$ cat config.mk
export PLATFORM = sky130hd
export DESIGN_NAME = pld_cell
export DESIGN_NICKNAME = d
export VERILOG_FILES = /design/src/rtl/pld_pkg.sv /design/src/rtl/pld_cell.sv
export SDC_FILE = /design/constraint.sdc
export NUM_CORES = 2
export LEC_CHECK = 0
export BUFFER_PORTS_ARGS = -buffer_cell sky130_fd_sc_hd__buf_2
export CAP_MARGIN = 5
export CORE_MARGIN = 4
export CORE_UTILIZATION = 64
export DETAILED_ROUTE_END_ITERATION = 6
export HOLD_SLACK_MARGIN = 0.12
export PLACE_DENSITY_LB_ADDON = 0.25
export SYNTH_ARGS = -nofsm -noshare
export SYNTH_HDL_FRONTEND = slang
export SYNTH_SLANG_ARGS = --single-unit
$ cat constraint.sdc
create_clock -name clk -period 12.2 [get_ports clk]
set_input_delay 1.22 -clock clk [delete_from_list [all_inputs] [get_ports clk]]
set_output_delay 1.22 -clock clk [all_outputs]
set_load 0.1 [all_outputs]
$ cat src/rtl/pld_pkg.sv
// shared types and codes for the polynomial long divider
package pld_pkg;

  typedef enum logic [2:0] {
    ST_LOAD,
    ST_CHECK,
    ST_DIV,
    ST_MUL,
    ST_SUB,
    ST_SHIFT,
    ST_EMIT
  } state_t;

  typedef enum logic [1:0] {
    STAT_OK        = 2'd0,
    STAT_ZERO_LEAD = 2'd1,
    STAT_SHORT     = 2'd2,
    STAT_SAT       = 2'd3
  } stat_t;

  localparam logic CMD_DIVISOR  = 1'b0;
  localparam logic CMD_DIVIDEND = 1'b1;

  localparam logic PART_QUOT = 1'b0;
  localparam logic PART_REM  = 1'b1;

  localparam int COEFF_W = 32;

  // per-cell controls from the sequencer
  typedef struct packed {
    logic load_rem;
    logic load_dvs;
    logic mul;
    logic sub;
    logic shift;
  } cell_ctl_t;

endpackage

$ cat src/rtl/pld_cell.sv
// one cell of the chain: a divisor term, a remainder term and its multiply-subtract
module pld_cell
  import pld_pkg::*;
#(
  parameter int FRAC_BITS = 16
) (
  input  logic               clk,
  input  cell_ctl_t          ctl,
  input  logic signed [31:0] coeff_in,
  input  logic signed [31:0] t,
  input  logic signed [31:0] shift_in,
  output logic signed [31:0] rem,
  output logic signed [31:0] dvs,
  output logic               ovf
);

  localparam int R_W = 65 - FRAC_BITS;

  logic signed [63:0]  prod;
  logic signed [64:0]  rsum;
  logic signed [R_W-1:0] rnd;
  logic signed [R_W:0] diff;
  logic                out_of_range;

  // round to nearest, ties up, then floor shift
  assign rsum = {prod[63], prod} + 65'(1 << (FRAC_BITS - 1));
  assign rnd  = $signed(rsum[64:FRAC_BITS]);
  assign diff = $signed({{(R_W - 31){rem[31]}}, rem}) - $signed({rnd[R_W-1], rnd});
  assign out_of_range = !((&diff[R_W:31]) || !(|diff[R_W:31]));
  assign ovf  = ctl.sub & out_of_range;

  always_ff @(posedge clk) begin
    if (ctl.load_dvs) begin
      dvs <= coeff_in;
    end
    if (ctl.mul) begin
      prod <= t * dvs;
    end
    if (ctl.load_rem) begin
      rem <= coeff_in;
    end else if (ctl.sub) begin
      if (out_of_range) begin
        rem <= diff[R_W] ? 32'sh8000_0000 : 32'sh7fff_ffff;
      end else begin
        rem <= diff[31:0];
      end
    end else if (ctl.shift) begin
      rem <= shift_in;
    end
  end

endmodule

After elaboration in Yosys (flattened, before gate mapping) --
Index checks and enable logic that the tools add are counted.
Storage, ports and cells: register bits after elaboration 128, input bits 102, output and inout port bits 65
Operators by class: $add $sub $neg 2, multiply operators 1, muxes and demuxes 5, bitwise operators 1, reductions and logical operators 6
Operator list (number):
- 32-bit 2-to-1 mux | 5
- 64-bit by 17-bit adder with 65-bit output, second input constant | 1
- 32-bit by 32-bit multiplier with 64-bit output | 1
- 32-bit by 49-bit subtractor with 50-bit output | 1
- 19-bit AND reduction | 1
- 19-bit OR reduction | 1
- 3-bit nonzero test | 1
- 1-bit logical NOT | 2
- 1-bit AND | 1
- 1-bit logical OR | 1

Longest topological paths before layout --
word-level depth 8, mapped depth 29, depth with buffers taken out 27

Worst setup path before layout --
OpenSTA, ideal clock, no wires.
path type input -> register, start point in t[31], end point reg prod[62], data pin, library setup time 0.266 ns, arrival 8.631 ns, slack 3.303 ns, stages on the path 27, cells stage by stage clkbuf_1 > nand2_1 > inv_1 > fa_1 > inv_1 > fa_1 > inv_1 > fa_1 > fa_1 > inv_1 > fa_1 > inv_1 > fa_1 > fa_1 > fa_1 > ha_1 > a21oi_1 > o21a_1 > o21ai_0 > a31oi_1 > o21ai_0 > a21o_1 > a2111oi_0 > nor2_1 > a41oi_1 > a21boi_0 > xor2_1
On the way: cells in the longest elaborated chain, start to end 1
Ends and longest elaborated chain:
- from (decl) | line pld_cell.sv:10 | input logic signed [31:0] t,
- 32-bit by 32-bit multiplier with 64-bit output | line pld_cell.sv:37 | prod <= t * dvs;
- to (signal assigned) | line pld_cell.sv:37
- to (decl) | line pld_cell.sv:19 | logic signed [63:0] prod;
No other way between the ends. A chain may end at the register's enable or synchronous reset.

Worst setup path in the final report --
Same ends and word-level chain as after synthesis.

==> impl_metrics.toml <==
[cells_and_area]
finalInstanceArea_sq_um = 46000
area_growth_pct = 4.30
seq_area_sq_um = 3390
nFillCells = 5367
multi_input_area_sq_um = 36100
drive_gt1_share_pct = 5.50
nNetsFinal = 6111

[global_route]
grtUsageTotal_pct = 34.0
grt_pass1_vias = 35800
grt.overflow.total = 0
grt_max_degree = 50
antenna_found_initial = 5
grt_pass1_wl_um = 195000

[route]
wl_um = 121000
first_pass_iters = 7
initialDrtViolationCount = 2787
drcViolationCount = 0
vias = 33000
ant_nets = 0
viasPerCell = 5.92
wl_per_cell_um = 21.6

[clocking]
path_clk_slew_ps = 60
numClockSinks = 113
cts_resized = 0
cts_root_buf = "clkbuf_16"
cts_tree = "done"
insertion_delay_ps = 430
holdBufCountCts = 0
cts_buffers = 17
clockBufferDepth = 2
htreeDepth = 4
postCtsSetupBuffers = 0

[worst_setup_path]
rr_worst_depth = 25
critPathKind = "input pin to flop"
r2r-end = "prod[62]"
critPathMaxFanout = 32
crit_path_end_kind = "flop"
r2r-start = "dvs[2]"
critPathLaunchType = "input pin"
crit_end = "prod[62]"
crit_path_start = "t[31]"
cp_data_required_time_ps = 12370
reg2reg_setup_slack_ps = 2730
crit_arrival_ps = 9960

[timing]
tns_ps = 0
max_slew_margin_pct = 27.5
fin_crit_sh_pct = 80.2
slew_viol_final = 0
worst_pin_slew_ps = 1090
finClkSkew_ps = 14.3
hold_viol = 0
clock.fmax_mhz = 102
rsz0062_at_grt = "no"
min_period_ps = 9790
setup_violations = 0

[yosys]
syn_nets = 6125
yosys_warnings = 0
synth_area_sq_um = 44100
synth_edf_count = 113
yosysMostFrequentCell = "fa_1"
synth_commonest_cells = "1082 x fa_1, 994 x inv_1, 592 x nand2_1"
ys_types = 73
syn-instance-count = 4711
synth_top_flop_cell = "edfxtp_1"
synth.top_cells.by_area = "fa_1 49%, inv_1 8.5%, edfxtp_1 7.7%"
synth-seq-cells = 113
yosysSeqAreaShare_pct = 7.70
syn_area_per_cell_sq_um = 9.36
synth_top_area_cell = "fa_1"
yosys.area.top_type_share_pct = 49.1
synth_async_sr_flop_share_pct = 0

[floorplan]
start_util_pct = 65.1
die_y_um = 270
core_sq_um = 67800
dieWidth_um = 270
die_area_sq_um = 73100
ios = 167
placementRows = 95

[hold_path]
hold_class = "input pin to flop"

[place]
port_buffers = 166
placed_area_sq_um = 45400
gp_congestion = 0.956
dp_hpwl_um = 96200

[outcome]
run_status = "completed"

[job]
maxCapViolCount = 0
worst max-delay path: stages:
cell and delay [ps]:
buf_2 470, nand2_1 240, inv_1 150, fa_1 410
inv_1 240, fa_1 470, inv_1 230, fa_1 500
fa_1 960, inv_1 360, fa_1 570, inv_1 60
fa_1 550, fa_1 430, fa_1 470, ha_1 360
a21oi_1 230, o21a_1 170, o21ai_0 90, a31oi_1 200
o21ai_0 100, a21o_1 200, a2111oi_0 410, nor2_1 170
a41oi_1 350, a21boi_0 160, xor2_1 160
registers in the layout, summed over array words and instances (netlist names):
signal / cells
rem: 32
prod: 49
dvs: 32
cells in the final DEF, fill, tap and decap left out, types with 43 or more instances in the layout:
cell         n
fa_1      1082
inv_1      994
nand2_1    592
and2_1     524
ha_1       230
buf_2      166
a21oi_1    125
nor2_1     119
edfxtp_1   113
xnor2_1     79
xor2_1      69
o21ai_0     56
a21o_1      53
nand4_1     49
nor3_1      43
o22ai_1     43
final cells by class:
cell class / instances / share of cell area, %
clock inverters: 15 / 0.291
inverters: 994 / 8.11
repair buffers: 208 / 2.49
clock buffers: 17 / 0.925
well taps: 873 / 2.38
diodes: 1 / 0.00544
flip-flops and latches: 113 / 7.38
multi-input cells: 3363 / 78.4
worst min path at each step:
stage,startpoint,endpoint,depth (start not counted)
after floorplan,prod[16],rem[0],5
after global placement,rem[1],rem[1],3
after detailed placement,rem[1],rem[1],3
after CTS,coeff_in[11],dvs[11],1
after global routing,coeff_in[12],dvs[12],1
final,coeff_in[11],dvs[11],1
stage by stage:
step	setup WS, ps	hold WS, ps	util (%)	cells
floorplan	3300	985	-	4711
global placement	2400	945	67.0	5551
detailed placement	1980	1000	67.0	5551
CTS	2420	978	67.9	5583
global route	1720	971	67.9	5584
finish	2410	994	67.9	5584
cell families after synthesis:
group                      after synthesis  share of synthesized area [%]
AOI/OAI and AO/OA                      411                           6.08
xor gates and xnor gates               148                           2.94
adders and majority gates             1312                           55.7
buffers and inverters                 1235                           10.5
DFF                                    113                           7.70
muxes                                    2                         0.0482
and+or+nand+nor                       1490                           17.0
layer usage:
| metal | routed length, um | share of wire (%) | global-route usage (%) |
|---|---|---|---|
| met3 | 10200 | 8.4 | 6.83 |
| met4 | 7440 | 6.2 | 17.5 |
| met5 | 13 | 0.011 | 0 |
| met1 | 44100 | 37 | 42.6 |
| met2 | 58800 | 49 | 56.7 |
Power is not shown: default switching activity piles up to over one toggle a cycle in this logic, so the estimate is an artifact.
