**src/rtl/pld_pkg.sv**
```systemverilog
// shared types and codes for the polynomial long divider
package pld_pkg;

  typedef enum logic [2:0] {
    ST_LOAD,
    ST_CHECK,
    ST_DIV,
    ST_MUL,
    ST_SUB,
    ST_SHIFT,
    ST_EMIT
  } state_t;

  typedef enum logic [1:0] {
    STAT_OK        = 2'd0,
    STAT_ZERO_LEAD = 2'd1,
    STAT_SHORT     = 2'd2,
    STAT_SAT       = 2'd3
  } stat_t;

  localparam logic CMD_DIVISOR  = 1'b0;
  localparam logic CMD_DIVIDEND = 1'b1;

  localparam logic PART_QUOT = 1'b0;
  localparam logic PART_REM  = 1'b1;

  localparam int COEFF_W = 32;

  // per-cell controls from the sequencer
  typedef struct packed {
    logic load_rem;
    logic load_dvs;
    logic mul;
    logic sub;
    logic shift;
  } cell_ctl_t;

endpackage

```
**src/rtl/pld_divider.sv**
```systemverilog
// bit-serial signed divider for one quotient term, saturated to 32 bits
module pld_divider
  import pld_pkg::*;
#(
  parameter int FRAC_BITS = 16
) (
  input  logic               clk,
  input  logic               rst,
  input  logic               start,
  input  logic signed [31:0] num,
  input  logic signed [31:0] den,
  output logic               done,
  output logic signed [31:0] quot,
  output logic               sat
);

  localparam int NW = COEFF_W + FRAC_BITS;
  localparam int CW = $clog2(NW + 1);

  logic          busy;
  logic          fin;
  logic [CW-1:0] cnt;
  logic [31:0]   acc;
  logic [NW-1:0] qr;
  logic [31:0]   dmag;
  logic          neg;
  logic [32:0]   trial;
  logic [31:0]   nmag;

  assign nmag  = num[31] ? 32'(-num) : 32'(num);
  assign trial = {acc, qr[NW-1]} - {1'b0, dmag};

  always_ff @(posedge clk) begin
    if (rst) begin
      busy <= 1'b0;
      fin  <= 1'b0;
      done <= 1'b0;
    end else begin
      done <= 1'b0;
      fin  <= 1'b0;
      if (start) begin
        busy <= 1'b1;
        cnt  <= CW'(NW);
      end else if (busy) begin
        cnt <= cnt - 1'b1;
        if (cnt == CW'(1)) begin
          busy <= 1'b0;
          fin  <= 1'b1;
        end
      end
      if (fin) begin
        done <= 1'b1;
      end
    end
  end

  always_ff @(posedge clk) begin
    if (start) begin
      acc  <= '0;
      qr   <= {nmag, {FRAC_BITS{1'b0}}};
      dmag <= den[31] ? 32'(-den) : 32'(den);
      neg  <= num[31] ^ den[31];
    end else if (busy) begin
      // restoring step: one quotient bit per cycle
      if (!trial[32]) begin
        acc <= trial[31:0];
        qr  <= {qr[NW-2:0], 1'b1};
      end else begin
        acc <= {acc[30:0], qr[NW-1]};
        qr  <= {qr[NW-2:0], 1'b0};
      end
    end
    if (fin) begin
      if (neg) begin
        if (qr > NW'(33'h0_8000_0000)) begin
          quot <= 32'sh8000_0000;
          sat  <= 1'b1;
        end else begin
          quot <= 32'(-qr[31:0]);
          sat  <= 1'b0;
        end
      end else begin
        if (qr > NW'(33'h0_7fff_ffff)) begin
          quot <= 32'sh7fff_ffff;
          sat  <= 1'b1;
        end else begin
          quot <= qr[31:0];
          sat  <= 1'b0;
        end
      end
    end
  end

endmodule

```
**config.mk**
```make
export PLATFORM = sky130hd
export DESIGN_NAME = pld_divider
export DESIGN_NICKNAME = d
export VERILOG_FILES = /design/src/rtl/pld_pkg.sv /design/src/rtl/pld_divider.sv
export SDC_FILE = /design/constraint.sdc
export NUM_CORES = 1
export LEC_CHECK = 0
export BUFFER_PORTS_ARGS = -buffer_cell sky130_fd_sc_hd__buf_2
export CAP_MARGIN = 20
export CORE_MARGIN = 10
export CORE_UTILIZATION = 55
export DETAILED_ROUTE_END_ITERATION = 12
export PLACE_DENSITY = 0.75
export SLEW_MARGIN = 25
export SYNTH_ARGS = -nofsm -noshare
export SYNTH_HDL_FRONTEND = slang
export SYNTH_SLANG_ARGS = --single-unit
```
**constraint.sdc**
```tcl
create_clock -name clk -period 4.48 [get_ports clk]
set_input_delay 0.896 -clock clk [delete_from_list [all_inputs] [get_ports clk]]
set_output_delay 0.896 -clock clk [all_outputs]
set_load 0.03 [all_outputs]
```
== After elaboration in Yosys (flattened, before gate mapping) ==
Index checks and enable logic that the tools add are counted.

* Register bits: 155
* Input bits: 67
* Output and inout bits: 34
* Logic and storage cells: 44

* Add/subtract/negate cells: 5
* Order comparisons: 2
* Equal/unequal tests: 1
* Multiplexer cells: 18
* Bitwise logic cells: 3
* Reductions and logical operators: 3

{| class="wikitable"
|+ Operators with widths
! kind !! count
|-
| 2-to-1 mux 32 bit || 5
|-
| 2-to-1 mux 48 bit || 2
|-
| negator 32 bit || 3
|-
| greater-than comparator 48 x 31 -> 1 bit (second input constant) || 1
|-
| greater-than comparator 48 x 32 -> 1 bit (second input constant) || 1
|-
| subtractor 33 x 32 -> 33 bit || 1
|-
| 2-to-1 mux 31 bit || 1
|-
| 2-to-1 mux 1 bit || 9
|-
| == test 6 x 1 -> 1 bit (second input constant) || 1
|-
| 2-to-1 mux 6 bit || 1
|-
| subtractor 6 x 1 -> 6 bit (second input constant) || 1
|-
| OR reduction 3 bit || 1
|-
| NOT 1 bit || 2
|-
| AND reduction 2 bit || 1
|-
| nonzero test 2 bit || 1
|-
| bitwise XOR 1 bit || 1
|}

== Depth between registers and ports, before layout ==
Gate-level depths: netlist of the first run.

* Depth in word-level cells: 4
* Depth in mapped cells: 13
* Depth with buffers taken out: 11

== Worst setup path before layout of the first run ==
Ideal clock, no wire load.

* Path type: input port to flip-flop
* From: input port num[4]
* To: register qr[44], data pin
* Library setup time: 263 ps
* Arrival: 3129 ps
* Required time: 4217 ps
* Path slack: 1088 ps
* Cell stages on the path: 8
* Path buffers: 0
* Path through: nor4_4 > nand3_1 > or4_1 > or3_4 > or3_1 > o31ai_1 > xor2_1 > o21ai_1

* Longest elaborated chain between the ends: 3

{| class="wikitable"
|+ Ends and longest elaborated chain
! what !! RTL line !! RTL
|-
| start: declaration || pld_divider.sv:10 || <nowiki>input logic signed [31:0] num,</nowiki>
|-
| negator 32 bit || pld_divider.sv:30 || <nowiki>assign nmag = num[31] ? 32'(-num) : 32'(num);</nowiki>
|-
| 2-to-1 mux 32 bit || pld_divider.sv:30 ||
|-
| 2-to-1 mux 48 bit || pld_divider.sv:58 || <nowiki>if (start) begin</nowiki>
|-
| end signal: assignment || pld_divider.sv:60 || <nowiki>qr <= {nmag, {FRAC_BITS{1'b0}}};</nowiki>
|-
| end signal: assignment || pld_divider.sv:67 || <nowiki>qr <= {qr[NW-2:0], 1'b1};</nowiki>
|-
| end signal: assignment || pld_divider.sv:70 || <nowiki>qr <= {qr[NW-2:0], 1'b0};</nowiki>
|-
| end: declaration || pld_divider.sv:24 || <nowiki>logic [NW-1:0] qr;</nowiki>
|}

Every way passes these cells.
A chain may end at the register's enable or synchronous reset.

== Final worst setup path of the first run ==
* From: register qr[47]
* To: register acc[21]

* Longest elaborated chain between the ends: 2

{| class="wikitable"
|+ Ends and longest elaborated chain
! what !! RTL line !! RTL
|-
| subtractor 33 x 32 -> 33 bit || pld_divider.sv:31 || <nowiki>assign trial = {acc, qr[NW-1]} - {1'b0, dmag};</nowiki>
|-
| 2-to-1 mux 32 bit || pld_divider.sv:65 || <nowiki>if (!trial[32]) begin</nowiki>
|-
| end signal: assignment || pld_divider.sv:66 || <nowiki>acc <= trial[31:0];</nowiki>
|-
| end signal: assignment || pld_divider.sv:69 || <nowiki>acc <= {acc[30:0], qr[NW-1]};</nowiki>
|-
| end: declaration || pld_divider.sv:23 || <nowiki>logic [31:0] acc;</nowiki>
|}

Every way passes these cells.

==> results of run 1 <==
per-layer routing:
| metal | global-route usage [%] | up-vias | wire length [µm] |
|---|---|---|---|
| met5 | 0 | - | 0 |
| met4 | 5.53 | 0 | 315 |
| met3 | 3.58 | 22 | 1340 |
| met2 | 31.1 | 258 | 11000 |
| met1 | 23.7 | 3852 | 10000 |
| li1 | - | 4100 | - |
per-stage QoR:
step                total power [W]  std cells
finish                      0.00406       1386
global route                0.00427       1385
CTS                         0.00408       1385
detailed placement          0.00267       1353
global placement            0.00265       1353
floorplan                   0.00243       1070
final timing paths:
path | startpoint | endpoint | slack, ns | cells past startpoint
worst max register to register | qr[47] | acc[21] | 0.84 | 12
worst max-delay path | qr[47] | acc[21] | 0.84 | 12
worst min register to register | fin | done | 0.47 | 1
worst min-delay path | fin | done | 0.47 | 1
layout make-up:
| type | instances | area [µm²] |
|---|---|---|
| antenna | 1 | 2.50 |
| clock buffer | 20 | 468 |
| clock inverter | 12 | 108 |
| fill | 1529 | 6730 |
| inverter | 65 | 244 |
| multi-input combinational | 797 | 5350 |
| sequential | 155 | 4150 |
| tap | 229 | 287 |
| timing repair buffer | 107 | 568 |
logic make-up after synthesis:
group,Yosys count,synth area share (%)
flops,155,41.6
fa+ha+maj,38,4.85
xor+xnor,86,7.57
simple gates,342,17.0
compound gates,291,20.1
buf+inv,118,4.75
mux,40,4.06
placed cells by master (no fill, tap or decap), drive strengths merged, types with 13 or more instances in the layout:
cell,instances
nand2,107
o311ai,28
clkbuf,20
nor4,13
o21ai,88
edfxtp,104
or3,18
inv,70
xor2,35
a21o,15
mux2i,37
ha,37
o31ai,24
nor3,25
a211oi,24
nor2,86
buf,107
nand3,13
a21oi,39
xnor2,51
nand2b,13
o41ai,13
dfxtp,51
registers in the layout (all words and copies together), names as in the netlist:
register,cells
cnt,6
fin,1
dmag,32
busy,1
quot,32
qr,48
acc,32
sat,1
neg,1
done,1
critical path, stage by stage, from the launching register on:
cell       delay [ns]
edfxtp_1         0.38
inv_1            0.08
ha_1             0.23
fa_1             0.40
nor2b_1          0.18
o2111ai_1        0.20
a211oi_1         0.51
o31ai_1          0.16
nand3_1          0.22
xnor2_2          0.30
buf_12           0.29
mux2_2           0.36
a211oi_1         0.21
power groups by stage:
stage / Combinational, W / Sequential [W] / Clock [W]
2_1_floorplan: 0.000704 / 0.00173 / 0
3_3_place_gp: 0.000890 / 0.00176 / 0
3_5_place_dp: 0.000908 / 0.00176 / 0
4_1_cts: 0.000915 / 0.00173 / 0.00143
5_1_grt: 0.00103 / 0.00175 / 0.00149
6_report: 0.000919 / 0.00173 / 0.00141
==> results.ini, run 1 <==
[status]
status = completed

[global_routing]
grt_use_total_pct = 18.6
grt_max_degree = 84
gr-total-overflow = 0
grt_pass1_vias = 7885
grt_antenna_before_repair = 0
grt_pass1_wl_um = 37600

[synth]
synth_top_cell_by_area = edfxtp_1
syn-num-nets = 1175
syn_area_per_cell_um2 = 9.30
synth_common_cells = nand2_1, edfxtp_1, nor2_1, o21ai_0, inv_1
synth_seq_cells = 155
synth_cell_types = 74
yosysTopAreaCellShare_pct = 31.4
synth.most_common_cell = nand2_1
yosysWarnings = 0
syn_area_mm2 = 0.00995
ys_seq_area_share_pct = 41.6
synth_cells = 1070
async_flop_share_pct = 0
synthFlopType = edfxtp_1
synth_edf_count = 104
synth_area_leaders = edfxtp_1, dfxtp_1, ha_1, xnor2_1, o21ai_0

[worst_setup_path]
worstPathRequired_ns = 4.82
cp_max_fo = 27
cp.arrival_ns = 3.98
critical_path_class = flop to flop
cp-start-kind = flop
endpoint_kind = flop

[clock_network]
root_buffer = clkbuf_16
cts_buffers = 17
ctsResizeCount = 0
clk_latency_ns = 0.43
cts_hold_buf = 0
clk_pin_slew_ns = 0.06
cts_tree = built
postCtsSetupRepairBufs = 0
cts.sinks = 155
clk_path_buf_depth = 2
h-tree-depth = 4

[worst_hold_path]
hold_path.class = flop to flop

[placement]
place_ws_ns = 0.767
routabilityCongestion = 0.909
place_hpwl_um = 16400
postPlaceCellArea_mm2 = 0.0106
portBuffers = 100

[power]
power_density_mw_per_mm2 = 364
irDropWorstVdd_uv = 278
switching_share_pct = 29.7
p_switching_w = 0.00121
leakagePower_nw = 4.33
p_comb_share_pct = 22.6
clkPwrFrac_pct = 34.7
p_int_w = 0.00285
seq_power_share_pct = 42.7

[run]
maxCapViolations = 0

[timing]
relSlewSlack_pct = 28.6
rsz0062_at_grt = false
max_freq_mhz = 275
slew_viol_final = 0
finalHoldViolations = 0
setup_viol = 0
fin_crit_sh_pct = 81.2
fin_crit_ns = 3.64
finalSetupTns_ns = 0
whs_ns = 0.469
setup_ws_ns = 0.843
worst_slew_pin_slew_ns = 1.07
fin_skew_ns = 0.0102

[die]
die_h_um = 155
io_pins = 101
initial_core_util_pct = 55.6
fp.dieW_um = 155
core_mm2 = 0.0179
rows = 49
die_area_mm2 = 0.0239

[routing]
drc_errors = 0
vias = 8232
ant_nets = 0
via_per_inst = 5.94
drt_iter0_drc = 573
wl_um = 22700
post_drt_wl_per_cell_um = 16.3
first_pass_iters = 5

[cells_and_area]
final_nets = 1248
post-route-util_pct = 62.4
drive_gt1_share_pct = 14.4
final_design_area_no_fill_mm2 = 0.0112
area_delta_synth_final_pct = 12.2

No activity file was read; power rests on OpenSTA's default activity.
==> run 2: changes to the inputs <==
- ABC_AREA: unset -> 1
- clock period: 4.48 -> 3.7 ns (I/O delays scaled with it)
==> results.ini, run 2 <==
[die]
core_mm2 = 0.0195  ; +9.1%
initial_core_util_pct = 56.3  ; +0.67 points
io_pins = 101  ; unchanged
rows = 51  ; +4.1%
die_area_mm2 = 0.0260  ; +9.0%
die_h_um = 161  ; +4.4%
fp.dieW_um = 161  ; +4.4%

[power]
power_density_mw_per_mm2 = 355  ; -2.4%
total_power_w = 0.00437  ; +7.6%
leakagePower_nw = 6.08  ; +41%
irDropWorstVdd_uv = 272  ; -1.8%

[placement]
postPlaceCellArea_mm2 = 0.0117  ; +11%
place_hpwl_um = 21900  ; +33%
place_ws_ns = 1.06  ; +0.295 ns
routabilityCongestion = 0.956  ; +5.1%
portBuffers = 100  ; unchanged

[global_routing]
gr-max-usage-layer = met2
grt_pass1_wl_um = 48000  ; +28%
use_met1_pct = 27.6  ; +3.8 points
grt_use_total_pct = 22.3  ; +3.7 points
grt_pass1_vias = 9922  ; +26%
gr-total-overflow = 0  ; unchanged
grt_antenna_before_repair = 0  ; unchanged
met3_usage_pct = 3.46  ; -0.12 points
grt_max_degree = 51  ; -39%
met2_usage_pct = 38.6  ; +7.5 points

[routing]
drt_iter0_drc = 696  ; +21%
vias = 10200  ; +24%
ant_nets = 0  ; unchanged
first_pass_iters = 5  ; unchanged
wl_um = 28800  ; +27%
drc_errors = 0  ; unchanged
via_per_inst = 5.23  ; -12%
post_drt_wl_per_cell_um = 14.8  ; -9.6%

[synth]
syn-num-nets = 1685  ; +43%
synth_cell_types = 49  ; -34%
synth.most_common_cell = nand2_1
synth_common_cells = nand2_1, inv_1, nor2_1
synth_top_cell_by_area = edfxtp_1
async_flop_share_pct = 0  ; unchanged
yosysWarnings = 0  ; unchanged
synth_seq_cells = 155  ; unchanged
synth_cells = 1580  ; +48%
syn_area_mm2 = 0.0110  ; +10%
synth_edf_count = 104  ; unchanged
yosysTopAreaCellShare_pct = 28.4  ; -3.0 points
ys_seq_area_share_pct = 37.7  ; -3.9 points
synth_area_leaders = edfxtp_1, nand2_1, dfxtp_1, inv_1, nand3_1
syn_area_per_cell_um2 = 6.95  ; -25%
synthFlopType = edfxtp_1

[worst_setup_path]
critical_path_class = flop to flop
cpMostUsedCell = nand2_1
rr_worst_depth = 18  ; +6
worstPathRequired_ns = 4.08  ; -0.74 ns
r2r_start = qr[47]
cp-start-kind = flop
path_cells = inv_1 > ha_1 > fa_1 > inv_1 > nand2_1 > nand2_1 > nand3_1 > nand2_2 > nand2_1 > nand2_2 > nand2_2 > nand2_4 > nand2_4 > nand2_4 > nand2_1 > nand2_1 > nand2_1 > nand2_1
cp_max_fo = 30  ; +11%
endpoint_kind = flop
crit_path_top_delay_cell = fa_1
cp.arrival_ns = 3.02  ; -0.96 ns
r2r_slack_ns = 1.06  ; +0.21 ns
slowest_delay_ns = 0.41  ; -0.10 ns
r2r-end = acc[0]

[worst_hold_path]
min_path_cells = 2  ; +1
min_from = acc[1]
hold_path.class = flop to flop
whs_endpoint = acc[1]

[timing]
slew_viol_final = 0  ; unchanged
setup_ws_ns = 1.06  ; +0.212 ns
finalSetupTns_ns = 0  ; unchanged
worst_slew_pin_slew_ns = 0.764  ; -0.307 ns
relSlewSlack_pct = 49.0  ; +20 points
fin_skew_ns = 0.0100  ; -0.000236 ns
fin_crit_ns = 2.64  ; -0.992 ns
finalHoldViolations = 0  ; unchanged
max_freq_mhz = 378  ; +38%
fin_crit_sh_pct = 71.5  ; -9.7 points
setup_viol = 0  ; unchanged
whs_ns = 0.473  ; +0.00428 ns
rsz0062_at_grt = false

[clock_network]
cts.sinks = 155  ; unchanged
cts_hold_buf = 0  ; unchanged
clk_latency_ns = 0.43  ; about the same
clk_pin_slew_ns = 0.07  ; about the same
postCtsSetupRepairBufs = 0  ; unchanged
cts_tree = built
clk_path_buf_depth = 2  ; unchanged
root_buffer = clkbuf_16
cts_buffers = 17  ; unchanged
h-tree-depth = 4  ; unchanged
ctsResizeCount = 0  ; unchanged

[cells_and_area]
n_antenna_cell = 0  ; -1
final_nets = 1777  ; +42%
area_delta_synth_final_pct = 12.0
final_cell_mix = nand2_1, inv_1, nor2_1
largest_reg_flops = 48  ; unchanged
drive_gt1_share_pct = 11.5  ; -3.0 points
final_common_cell = nand2_1
final_design_area_no_fill_mm2 = 0.0123  ; +10%
top_register = qr

[status]
status = completed

[run]
maxCapViolations = 0  ; unchanged

## run 2: kinds of logic (layout without fill, tap and decap cells)
| group | Yosys count | after routing | share of synthesized area (%) |
|---|---|---|---|
| DFF | 155 | 155 | 37.7 |
| AOI/OAI and AO/OA | 192 | 192 | 9.65 |
| buffers and inverters | 307 | 412 | 10.8 |
| xor gates and xnor gates | 70 | 70 | 5.58 |
| adders and majority gates | 38 | 38 | 4.40 |
| and+or+nand+nor | 818 | 818 | 31.8 |
## run 2: report_power, final
group          switching (W)  internal [W]
logic               0.000422      0.000205
registers          0.0000494       0.00195
clock network       0.000832      0.000909
## run 2: worst max-delay path by stage
stage                 from  endpoint
finish              qr[47]    acc[0]
global route        qr[47]    acc[0]
CTS                 qr[47]    acc[0]
detailed placement  num[0]    qr[42]
global placement    den[0]  dmag[28]
floorplan            start    qr[16]
## run 2: layout make-up
cell class | instances | area [µm²]
fill | 1829 | 7220
multi-input combinational | 1118 | 5660
sequential | 155 | 4140
inverter | 271 | 1020
timing repair buffer | 109 | 568
clock buffer | 17 | 425
tap | 265 | 332
clock inverter | 15 | 159
## run 2: per-layer routing
metal	vias up	part of all wire, %
met5	-	0
met4	0	2.8
met3	56	5.2
met2	299	49
met1	4600	43
li1	5245	-
## run 2: per-stage QoR
step,utilization [%],std cells
after floorplan,-,1580
after global placement,60.0,1918
after detailed placement,60.0,1918
after CTS,63.0,1950
after global routing,63.0,1950
final,63.0,1950
## run 2: worst max-delay path, delay by kind of cell (launching register included)
family	cells	cell delay (ns)
AND/OR/NAND/NOR	14	1.43
buffers and inverters	2	0.15
flip-flops	1	0.38
adder cells (fa/ha/maj)	2	0.62
